$ cat src/rtl/core/vun_pkg.sv
// shared constants for the vector normalisation block
`timescale 1ns / 1ps
package vun_pkg;
  localparam int MAX_LEN = 16;
  localparam int ADDR_W  = (MAX_LEN > 1) ? $clog2(MAX_LEN) : 1;
  localparam int CNT_W   = $clog2(MAX_LEN + 1);
  localparam int DATA_W  = 32;
  localparam int IDX_W   = 6;
  localparam logic [DATA_W-1:0] ONE_Q30 = 32'h4000_0000;
endpackage

$ cat src/rtl/core/vun_ram.sv
// generic single-port ram with registered read
`timescale 1ns / 1ps
module vun_ram #(
  parameter int WIDTH = 32,
  parameter int DEPTH = 16
) (
  input  logic                     clk,
  input  logic                     we,
  input  logic                     re,
  input  logic [$clog2(DEPTH)-1:0] addr,
  input  logic [WIDTH-1:0]         wdata,
  output logic [WIDTH-1:0]         rdata
);
  logic [WIDTH-1:0] mem [DEPTH];

  always_ff @(posedge clk) begin
    if (we) begin
      mem[addr] <= wdata;
    end
    if (re) begin
      rdata <= mem[addr];
    end
  end
endmodule

$ cat src/rtl/core/vector_unit_normalize.sv
// top level: l2 normalisation of a vector held in an element ram
`timescale 1ns / 1ps
// usage
// - a request is taken at a rising edge with start high and busy low;
//   it carries one signed q16.16 element and last_element, which ends the vector
// - a stored element goes through ram write, square and saturating add;
//   an element beyond capacity is dropped and sets overflowed
// - the last request then runs the square root, two radicand bits per cycle
//   through one root/remainder register pair
// - results follow one per stored element, each shown for one cycle with strobe
//   high; each takes a ram read, an operand load and a restoring divider, or
//   only the ram read and operand load when the magnitude is zero
// - busy stays high from each accepted stored element until the block can take
//   the next request; it is already low in the cycle that shows the final result
// - the receiver cannot stall: strobe marks a result for exactly one cycle
// - rst (synchronous) clears the count, sum, overflow flag and sequencer; ram
//   contents are not cleared, only entries written for the current vector are read
module vector_unit_normalize (
  input  logic                        clk,
  input  logic                        rst,
  input  logic                        start,
  output logic                        busy,
  input  logic [vun_pkg::DATA_W-1:0]  element_value,
  input  logic                        last_element,
  output logic                        strobe,
  output logic [vun_pkg::DATA_W-1:0]  unit_value,
  output logic [vun_pkg::DATA_W-1:0]  magnitude,
  output logic [vun_pkg::IDX_W-1:0]   element_index,
  output logic                        last_result,
  output logic                        overflowed
);
  import vun_pkg::*;

  localparam logic [2:0] S_IDLE = 3'd0;
  localparam logic [2:0] S_MUL  = 3'd1;
  localparam logic [2:0] S_ACC  = 3'd2;
  localparam logic [2:0] S_SQRT = 3'd3;
  localparam logic [2:0] S_RD   = 3'd4;
  localparam logic [2:0] S_LD   = 3'd5;
  localparam logic [2:0] S_DIV  = 3'd6;

  logic [2:0]        state;
  logic [CNT_W-1:0]  count;
  logic [63:0]       sum;
  logic              ovf;
  logic              last_q;
  logic [31:0]       x_abs;
  logic [63:0]       prod;
  logic [ADDR_W-1:0] idx;
  logic [4:0]        step;

  // square root datapath
  logic [63:0] rad;
  logic [33:0] rem;
  logic [31:0] root;
  logic [31:0] mag;

  // divider datapath
  logic [31:0] dr;
  logic [30:0] dlo;
  logic [30:0] quo;
  logic        neg;

  logic [DATA_W-1:0] rdata;
  logic              ram_we;
  logic              ram_re;
  logic [ADDR_W-1:0] ram_addr;

  logic [31:0] in_abs;
  logic [64:0] sum_wide;
  logic [63:0] sum_next;
  logic [35:0] rem_sh;
  logic [35:0] trial;
  logic [32:0] dtrial;
  logic        dbit;
  logic [30:0] quo_next;
  logic [31:0] rd_abs;
  logic        final_elem;

  assign busy = (state != S_IDLE);

  assign in_abs   = element_value[31] ? (32'd0 - element_value) : element_value;
  assign rd_abs   = rdata[31] ? (32'd0 - rdata) : rdata;
  assign sum_wide = {1'b0, sum} + {1'b0, prod};
  // saturate the sum of squares at all ones
  assign sum_next = sum_wide[64] ? {64{1'b1}} : sum_wide[63:0];

  // one root bit per cycle from two radicand bits
  assign rem_sh = {rem, rad[63:62]};
  assign trial  = {2'b00, root, 2'b01};

  // restoring divide step, remainder stays below the magnitude
  assign dtrial   = {dr, dlo[30]};
  assign dbit     = (dtrial >= {1'b0, mag});
  assign quo_next = {quo[29:0], dbit};

  assign final_elem = ({1'b0, idx} + {{(CNT_W-1){1'b0}}, 1'b1}) == count;

  assign ram_we   = (state == S_IDLE) && start && (count < CNT_W'(MAX_LEN));
  assign ram_re   = (state == S_RD);
  assign ram_addr = (state == S_IDLE) ? count[ADDR_W-1:0] : idx;

  vun_ram #(.WIDTH(DATA_W), .DEPTH(MAX_LEN)) u_store (
    .clk   (clk),
    .we    (ram_we),
    .re    (ram_re),
    .addr  (ram_addr),
    .wdata (element_value),
    .rdata (rdata)
  );

  always_ff @(posedge clk) begin
    if (rst) begin
      state  <= S_IDLE;
      count  <= '0;
      sum    <= '0;
      ovf    <= 1'b0;
      strobe <= 1'b0;
    end else begin
      strobe <= 1'b0;
      case (state)
        S_IDLE: begin
          if (start) begin
            last_q <= last_element;
            if (count < CNT_W'(MAX_LEN)) begin
              x_abs <= in_abs;
              count <= count + 1'b1;
              state <= S_MUL;
            end else begin
              // dropped element, a dropped last still ends the vector
              ovf <= 1'b1;
              if (last_element) begin
                rad   <= sum;
                rem   <= '0;
                root  <= '0;
                step  <= '0;
                state <= S_SQRT;
              end
            end
          end
        end
        S_MUL: begin
          prod  <= x_abs * x_abs;
          state <= S_ACC;
        end
        S_ACC: begin
          sum <= sum_next;
          if (last_q) begin
            rad   <= sum_next;
            rem   <= '0;
            root  <= '0;
            step  <= '0;
            state <= S_SQRT;
          end else begin
            state <= S_IDLE;
          end
        end
        S_SQRT: begin
          rad <= {rad[61:0], 2'b00};
          if (rem_sh >= trial) begin
            rem  <= 34'(rem_sh - trial);
            root <= {root[30:0], 1'b1};
            if (step == 5'd31) mag <= {root[30:0], 1'b1};
          end else begin
            rem  <= rem_sh[33:0];
            root <= {root[30:0], 1'b0};
            if (step == 5'd31) mag <= {root[30:0], 1'b0};
          end
          step <= step + 1'b1;
          if (step == 5'd31) begin
            idx   <= '0;
            state <= S_RD;
          end
        end
        S_RD: begin
          state <= S_LD;
        end
        S_LD: begin
          neg <= rdata[31];
          if (mag == '0) begin
            // zero magnitude: 1.0 for the first element, zero elsewhere
            unit_value    <= (idx == '0) ? ONE_Q30 : '0;
            magnitude     <= mag;
            element_index <= IDX_W'(idx);
            last_result   <= final_elem;
            overflowed    <= ovf;
            strobe        <= 1'b1;
            if (final_elem) begin
              count <= '0;
              sum   <= '0;
              ovf   <= 1'b0;
              state <= S_IDLE;
            end else begin
              idx   <= idx + 1'b1;
              state <= S_RD;
            end
          end else begin
            // dividend is abs << 30, upper part already below the magnitude
            dr    <= {1'b0, rd_abs[31:1]};
            dlo   <= {rd_abs[0], 30'd0};
            quo   <= '0;
            step  <= '0;
            state <= S_DIV;
          end
        end
        S_DIV: begin
          dr   <= dbit ? 32'(dtrial - {1'b0, mag}) : dtrial[31:0];
          dlo  <= {dlo[29:0], 1'b0};
          quo  <= quo_next;
          step <= step + 1'b1;
          if (step == 5'd30) begin
            unit_value    <= neg ? (32'd0 - {1'b0, quo_next}) : {1'b0, quo_next};
            magnitude     <= mag;
            element_index <= IDX_W'(idx);
            last_result   <= final_elem;
            overflowed    <= ovf;
            strobe        <= 1'b1;
            if (final_elem) begin
              count <= '0;
              sum   <= '0;
              ovf   <= 1'b0;
              state <= S_IDLE;
            end else begin
              idx   <= idx + 1'b1;
              state <= S_RD;
            end
          end
        end
        default: begin
          state <= S_IDLE;
        end
      endcase
    end
  end

  // final result returns the block to idle
  a_last_idle: assert property (@(posedge clk) disable iff (rst)
    strobe && last_result |-> !busy)
    else $error("block still busy after final result");

  // results are never back to back, each needs a ram read first
  a_spaced: assert property (@(posedge clk) disable iff (rst)
    strobe |=> !strobe)
    else $error("results on consecutive cycles");

  // normalised value stays within plus or minus one
  a_range: assert property (@(posedge clk) disable iff (rst)
    strobe |-> ($signed(unit_value) <= $signed(ONE_Q30)) &&
               ($signed(unit_value) >= -$signed(ONE_Q30)))
    else $error("unit value out of range");
endmodule

$ cat config.mk
export PLATFORM = sky130hd
export DESIGN_NAME = vector_unit_normalize
export DESIGN_NICKNAME = d
export VERILOG_FILES = /design/src/rtl/core/vun_pkg.sv /design/src/rtl/core/vun_ram.sv /design/src/rtl/core/vector_unit_normalize.sv
export SDC_FILE = /design/constraint.sdc
export NUM_CORES = 2
export LEC_CHECK = 0
export ABC_AREA = 1
export BUFFER_PORTS_ARGS = -buffer_cell sky130_fd_sc_hd__clkbuf_2
export CAP_MARGIN = 30
export CORE_ASPECT_RATIO = 0.7
export CORE_MARGIN = 4
export CORE_UTILIZATION = 65
export CTS_CLUSTER_SIZE = 25
export DETAILED_ROUTE_END_ITERATION = 8
export GPL_TIMING_DRIVEN = 1
export HOLD_SLACK_MARGIN = 0.15
export PLACE_DENSITY = 0.82
export SLEW_MARGIN = 20
export SYNTH_ARGS = -nofsm -noshare
export SYNTH_HDL_FRONTEND = slang
export SYNTH_SLANG_ARGS = --single-unit
$ cat constraint.sdc
create_clock -name clk -period 11.45 [get_ports clk]
set_input_delay 2.29 -clock clk [delete_from_list [all_inputs] [get_ports clk]]
set_output_delay 2.29 -clock clk [all_outputs]
set_load 0.02 [all_outputs]
== Yosys cells after proc, flatten, opt, wreduce, memory -nomap -nowiden ==
Memories as Yosys holds them, arrays and structs flattened. A register that Yosys moved wholly into a read port is not among the register bits.
Index checks and enable logic that the tools add are counted.

* $add $sub $neg: 10
* $mul: 1
* Order comparisons: 3
* Equality and inequality tests: 19
* Multiplexer cells: 89
* Bitwise logic cells: 1
* Reductions and logical operators: 27

{| class="wikitable"
|+ Operators with widths
! cell !! count
|-
| $mux W64 || 8
|-
| $mux W32 || 15
|-
| $pmux W64 S3 || 2
|-
| $pmux W32 S2 || 3
|-
| $mux W34 || 5
|-
| $pmux W34 S3 || 1
|-
| $pmux W32 S3 || 1
|-
| $mux W31 || 3
|-
| $add A64 B64 Y65 || 1
|-
| $mul A32 B32 Y64 || 1
|-
| $sub A1 B32 Y32 const A || 2
|-
| $pmux W31 S2 || 1
|-
| $pmux W30 S2 || 1
|-
| $mux W5 || 10
|-
| $ge A36 B34 Y1 || 1
|-
| $sub A34 B34 Y34 || 1
|-
| $ge A33 B32 Y1 || 1
|-
| $logic_not A32 Y1 || 1
|-
| $sub A1 B31 Y32 const A || 1
|-
| $sub A32 B32 Y32 || 1
|-
| $mux W30 || 1
|-
| $mux W3 || 7
|-
| $pmux W3 S7 || 1
|-
| $mux W4 || 5
|-
| other kinds (35) || 76
|}

* Bits in registers: 508
* RAM bits: 512
* Input bits: 36
* Memories kept: 1

{| class="wikitable"
|+ Memory list
! memory !! words !! width !! read ports !! clocked after memory_dff !! write ports !! RTL line !! text
|-
| u_store.mem || 16 || 32 || 1 || 1 || 1 || vun_ram.sv:14 || <nowiki>logic [WIDTH-1:0] mem [DEPTH];</nowiki>
|}

== Depth between registers and ports, before layout ==
* Depth in word-level cells: 5
* Depth in mapped cells: 33
* Gate-level depth less buffers: 31

== Modules after synthesis ==
From an unflattened synthesis, not the netlist that was laid out.

* Cell total of the unflattened synthesis: 9,868
* Area, all modules: 83,864.2 µm²

{| class="wikitable"
|+ Modules (own cells, without submodules)
! module !! times used !! cells an instance !! area each (µm²)
|-
| vector_unit_normalize || 1 || 7,755 || 61,330.1
|-
| vun_ram || 1 || 2,113 || 22,534.1
|}

== Worst setup path after synthesis ==
No wires, ideal clock.

* Path type: input to register
* Start: input rst
* End: register rad[0], enable pin
* Library setup time: 621 ps
* Arrival: 8,052 ps
* Data required time: 10,829 ps
* Slack: 2,777 ps
* Stages on the path: 4
* Buffers on the path: 1
* Cell sequence: clkbuf_1 -> inv_1 -> o211ai_1 -> nor2_1

* Longest elaborated chain between the ends: 2

{| class="wikitable"
|+ Ends and longest elaborated chain
! what !! RTL line !! text
|-
| start: declaration || vector_unit_normalize.sv:20 || <nowiki>input logic rst,</nowiki>
|-
| $not A1 Y1 (no line) || n/a ||
|-
| $reduce_and A6 Y1 (no line) || n/a ||
|-
| end signal: assignment || vector_unit_normalize.sv:133 || <nowiki>rad <= sum;</nowiki>
|-
| end signal: assignment || vector_unit_normalize.sv:149 || <nowiki>rad <= sum_next;</nowiki>
|-
| end signal: assignment || vector_unit_normalize.sv:159 || <nowiki>rad <= {rad[61:0], 2'b00};</nowiki>
|-
| end: declaration || vector_unit_normalize.sv:53 || <nowiki>logic [63:0] rad;</nowiki>
|}

No other way between the ends.
A chain may end at the register's enable or synchronous reset.

== Worst setup path after layout ==
* Start: register x_abs[4]
* End: register prod[60] (data pin)

* Longest elaborated chain between the ends: 1

{| class="wikitable"
|+ Ends and longest elaborated chain
! what !! RTL line !! text
|-
| start: declaration || vector_unit_normalize.sv:47 || <nowiki>logic [31:0] x_abs;</nowiki>
|-
| start signal: assignment || vector_unit_normalize.sv:126 || <nowiki>x_abs <= in_abs;</nowiki>
|-
| $mul A32 B32 Y64 || vector_unit_normalize.sv:143 || <nowiki>prod <= x_abs * x_abs;</nowiki>
|-
| end signal: assignment || vector_unit_normalize.sv:143 ||
|-
| end: declaration || vector_unit_normalize.sv:48 || <nowiki>logic [63:0] prod;</nowiki>
|}

No other way between the ends.

==> summary.md <==
| Metric | Value |
|---|---|
| Die area | roughly 0.13 mm2 |
| Synth-to-Final Area Change | 6.67% |
| CP max-delay cell | edfxtp_1 |
| Routed wire length | roughly 240000 um |
| Setup TNS Final | 0 ns |
| Drt first pass iters | 6 |
| First-pass GRT wire length | between 300000 and 400000 um |
| Clk_lat worst skew | 0.78 ns |
| H-Tree Depth | 3 |
| IO Port Bufs | roughly 110 |
| Initial Util | 65.4% |
| Slew Limit Headroom | 30.7% |
| Post-synth ARST share | 0% |
| Commonest register cell after synthesis | edfxtp_1 |
| Antenna violations before repair | 23 |
| Worst hold stages | 0 |
| Fill count | between 9000 and 10000 |
| Iteration-0 DRC Markers | about 8200 |
| CTS tree | built |
| I/O pin count | 110 |
| Site Rows | 108 |
| Synth Area in Adders | about a quarter |
| Worst setup EP type | register |
| Fin Clk Skew | ~0.096 ns |
| DRC | 0 |
| Req. time, crit path | between 10 and 15 ns |
| Gate Count Post-Synth | just under 9000 |
| Fmax | 0.120 GHz |
| Data arrival time of the critical path | 8.83 ns |
| Main combinational cell family by area after synthesis | adder cells |
| WL/cell | around 23 um |
| Largest net degree at the start of global routing | 76 |
| Gr busiest metal | met2 |
| CTS Buffer Depth | 3 |
| Via density | between 5 and 6 |
| Delay of the slowest cell on the worst path | ~0.77 ns |
| Post-synthesis cell type count | 56 |
| Post-route cell area | between 0.08 and 0.09 mm2 |
| Vias | 63135 |
| Pins Over Slew Limit | 0 |
| Gr usage total | between 30% and 40% |
| Met1 usage | a little over half |
| Layout cells sized above 1 | 4.83% |
| Core area | 0.124 mm2 |
| Final period utilization | between 70% and 80% |
| Register area share after synthesis | a little under two fifths |
| Synth Cell Area | 0.0810 mm2 |
| RSZ-0062 raised after global routing | false |
| Max Cap Viol | 0 |
| Setup bufs post-CTS | 0 |
| Detail Route Antenna Nets | 0 |
| Die height | approximately 300 um |
| Grt ovf | 0 |
| Yosys Warn Count | 0 |
| DP HPWL | 184000 um |
| Endpoints failing setup | 0 |
| Post-synthesis mux area share | 0% |
| CP Launch Type | register |
| # clock sinks | between 1000 and 1500 |
| Hold buffers post-CTS | 0 |
| Num CTS Buffers | 96 |
| Reg2reg path depth | 26 |
| Gpl congestion | 1.04 |
| Post-synthesis compound-gate area fraction | ~7.6% |
| Clock Pin Slew Worst Setup and Hold Paths | 0.08 ns |
| Vias in the first global route | 62579 |
| Worst hold path type | register to register |
| Synth Register Bits | just over 1000 |
| Synth Area in XOR/XNOR | under 10% |
| Met2 usage | 55.3% |
| Final nets | around 10000 |
| Die width | ~430 um |
| Worst-margin pin slew | a little over 1 ns |
| Placed cell areas | between 0.08 and 0.09 mm2 |
| Count of final hold-check violations | 0 |
| Crit Path Category | register to register |
| Post-synthesis simple-gate area fraction | 16.4% |
| CP max FO | 21 |
| Routing usage on met3 | under 10% |
| R2R Setup Slk | 3.10 ns |
| Tmin final | approximately 8.4 ns |
| Synth Area per Inst | about 9 um2 |
| Number of synthesized flops with an enable pin | between 900 and 1000 |
| Status | finished, final reports clean |
| Clk Tree Root Cell | clkbuf_16 |
| Post-CTS Resized | 0 |
==> kinds of logic (layout without fill, tap and decap cells) <==
| logic type | count (synthesis) | after routing |
|---|---|---|
| other | 1 | 16 |
| AOI/OAI and AO/OA | 1022 | 1022 |
| xor gates and xnor gates | 208 | 208 |
| and+or+nand+nor | 3269 | 3269 |
| adders and majority gates | 1231 | 1231 |
| DFF | 1019 | 1019 |
| buffers and inverters | 2193 | 2302 |
==> metal layers <==
| metal | part of all wire, % | vias up |
|---|---|---|
| met1 | 40 | 30355 |
| li1 | - | 28316 |
| met4 | 4.7 | 4 |
| met3 | 13 | 545 |
| met2 | 42 | 3915 |
| met5 | 0.011 | - |
==> flip-flops by register name (all words and copies together), names as in the netlist, 3 cells and up <==
signal / count
step: 5
mag: 32
quo: 30
dr: 32
element_index: 4
count: 5
magnitude: 32
rem: 34
root: 32
prod: 63
u_store.mem: 512
idx: 4
unit_value: 32
state: 3
x_abs: 32
u_store.rdata: 32
rad: 64
sum: 64
==> area by class of cell <==
| cell class | count | area (um2) | share of cell area [%] |
|---|---|---|---|
| multi-input cells | 5732 | 42800 | 49.6 |
| inverters | 1933 | 7260 | 8.41 |
| well taps | 1650 | 2060 | 2.39 |
| flip-flops and latches | 1019 | 29900 | 34.6 |
| clock inverters | 58 | 611 | 0.707 |
| diodes | 14 | 35.0 | 0.0405 |
| repair buffers | 190 | 1190 | 1.38 |
| clock buffers | 121 | 2550 | 2.95 |
==> worst max-delay path, delay by kind of cell, from the launching register on <==
| family | cells | cell delay (ns) |
|---|---|---|
| compound gates | 2 | 0.90 |
| xor+xnor | 1 | 0.22 |
| fa+ha+maj | 9 | 4.17 |
| buf+inv | 5 | 0.66 |
| flops | 1 | 0.77 |
| simple gates | 9 | 1.36 |
==> cells in the mapped netlist (8+ instances only) <==
| library cell | instances | area, um2 |
|---|---|---|
| dfxtp_1 | 74 | 1480 |
| o21ai_1 | 16 | 80.1 |
| a21o_1 | 32 | 240 |
| nand3b_1 | 8 | 60.1 |
| a21oi_1 | 342 | 1710 |
| buf_6 | 18 | 203 |
| o21bai_1 | 39 | 293 |
| nand2_1 | 2108 | 7910 |
| buf_2 | 55 | 275 |
| inv_2 | 13 | 48.8 |
| o211ai_1 | 17 | 128 |
| or2_2 | 10 | 62.6 |
| ha_1 | 438 | 5480 |
| nor2_1 | 608 | 2280 |
| nor3_2 | 9 | 90.1 |
| a31oi_1 | 26 | 163 |
| nand4_1 | 88 | 551 |
| nand2_2 | 10 | 62.6 |
| nand3_1 | 300 | 1500 |
| nor4_1 | 19 | 119 |
| fa_1 | 793 | 15900 |
| nor3_1 | 74 | 370 |
| edfxtp_1 | 945 | 28400 |
| o21ai_0 | 245 | 1230 |
| xor2_1 | 152 | 1330 |
| buf_1 | 23 | 86.3 |
| buf_4 | 20 | 150 |
| a22oi_1 | 256 | 1920 |
| clkbuf_1 | 142 | 533 |
| o21a_1 | 13 | 97.6 |
| inv_1 | 1918 | 7200 |
| xnor2_1 | 56 | 490 |
==> worst paths after layout <==
kind                         startpoint                 end
hold reg to reg   root[1]$_SDFFCE_PP0P_    mag[2]$_DFFE_PP_
hold / removal    root[1]$_SDFFCE_PP0P_    mag[2]$_DFFE_PP_
setup reg to reg     x_abs[4]$_DFFE_PP_  prod[60]$_DFFE_PP_
setup / recovery     x_abs[4]$_DFFE_PP_  prod[60]$_DFFE_PP_
==> cells in the final DEF, fill, tap and decap left out, types with 8 or more instances in the layout <==
cell type / n
clkbuf_16: 98
xnor2_1: 56
nor2_1: 585
edfxtp_1: 945
o21bai_1: 39
fa_1: 793
a22oi_1: 256
a21oi_1: 342
bufinv_16: 8
buf_4: 79
o21a_1: 13
clkbuf_1: 22
clkinv_2: 14
xor2_1: 152
nand3_1: 300
diode_2: 14
nor3_1: 70
nor3_2: 12
dfxtp_1: 74
nor2_4: 29
o211ai_1: 17
nand3b_1: 8
clkbuf_2: 107
inv_2: 13
nand4_1: 88
nand2_2: 10
a21o_1: 32
or2_2: 10
o21ai_1: 16
nor4_1: 19
clkinv_1: 17
a31oi_1: 26
nand2_1: 2108
o21ai_0: 245
inv_1: 1916
ha_1: 438
==> stage by stage <==
stage | util (%) | hold slack [ns] | setup WS [ns] | std cells
floorplan | - | 0.408 | 2.78 | 8944
CTS | 69.7 | 0.448 | 3.23 | 10700
detailed placement | 67.2 | 0.433 | 3.30 | 10521
global route | 69.8 | 0.462 | 2.83 | 10715
finish | 69.8 | 0.442 | 3.10 | 10717
global placement | 67.2 | 0.428 | 3.44 | 10520
Power is not shown: default switching activity piles up to over one toggle a cycle in this logic, so the estimate is an artifact.
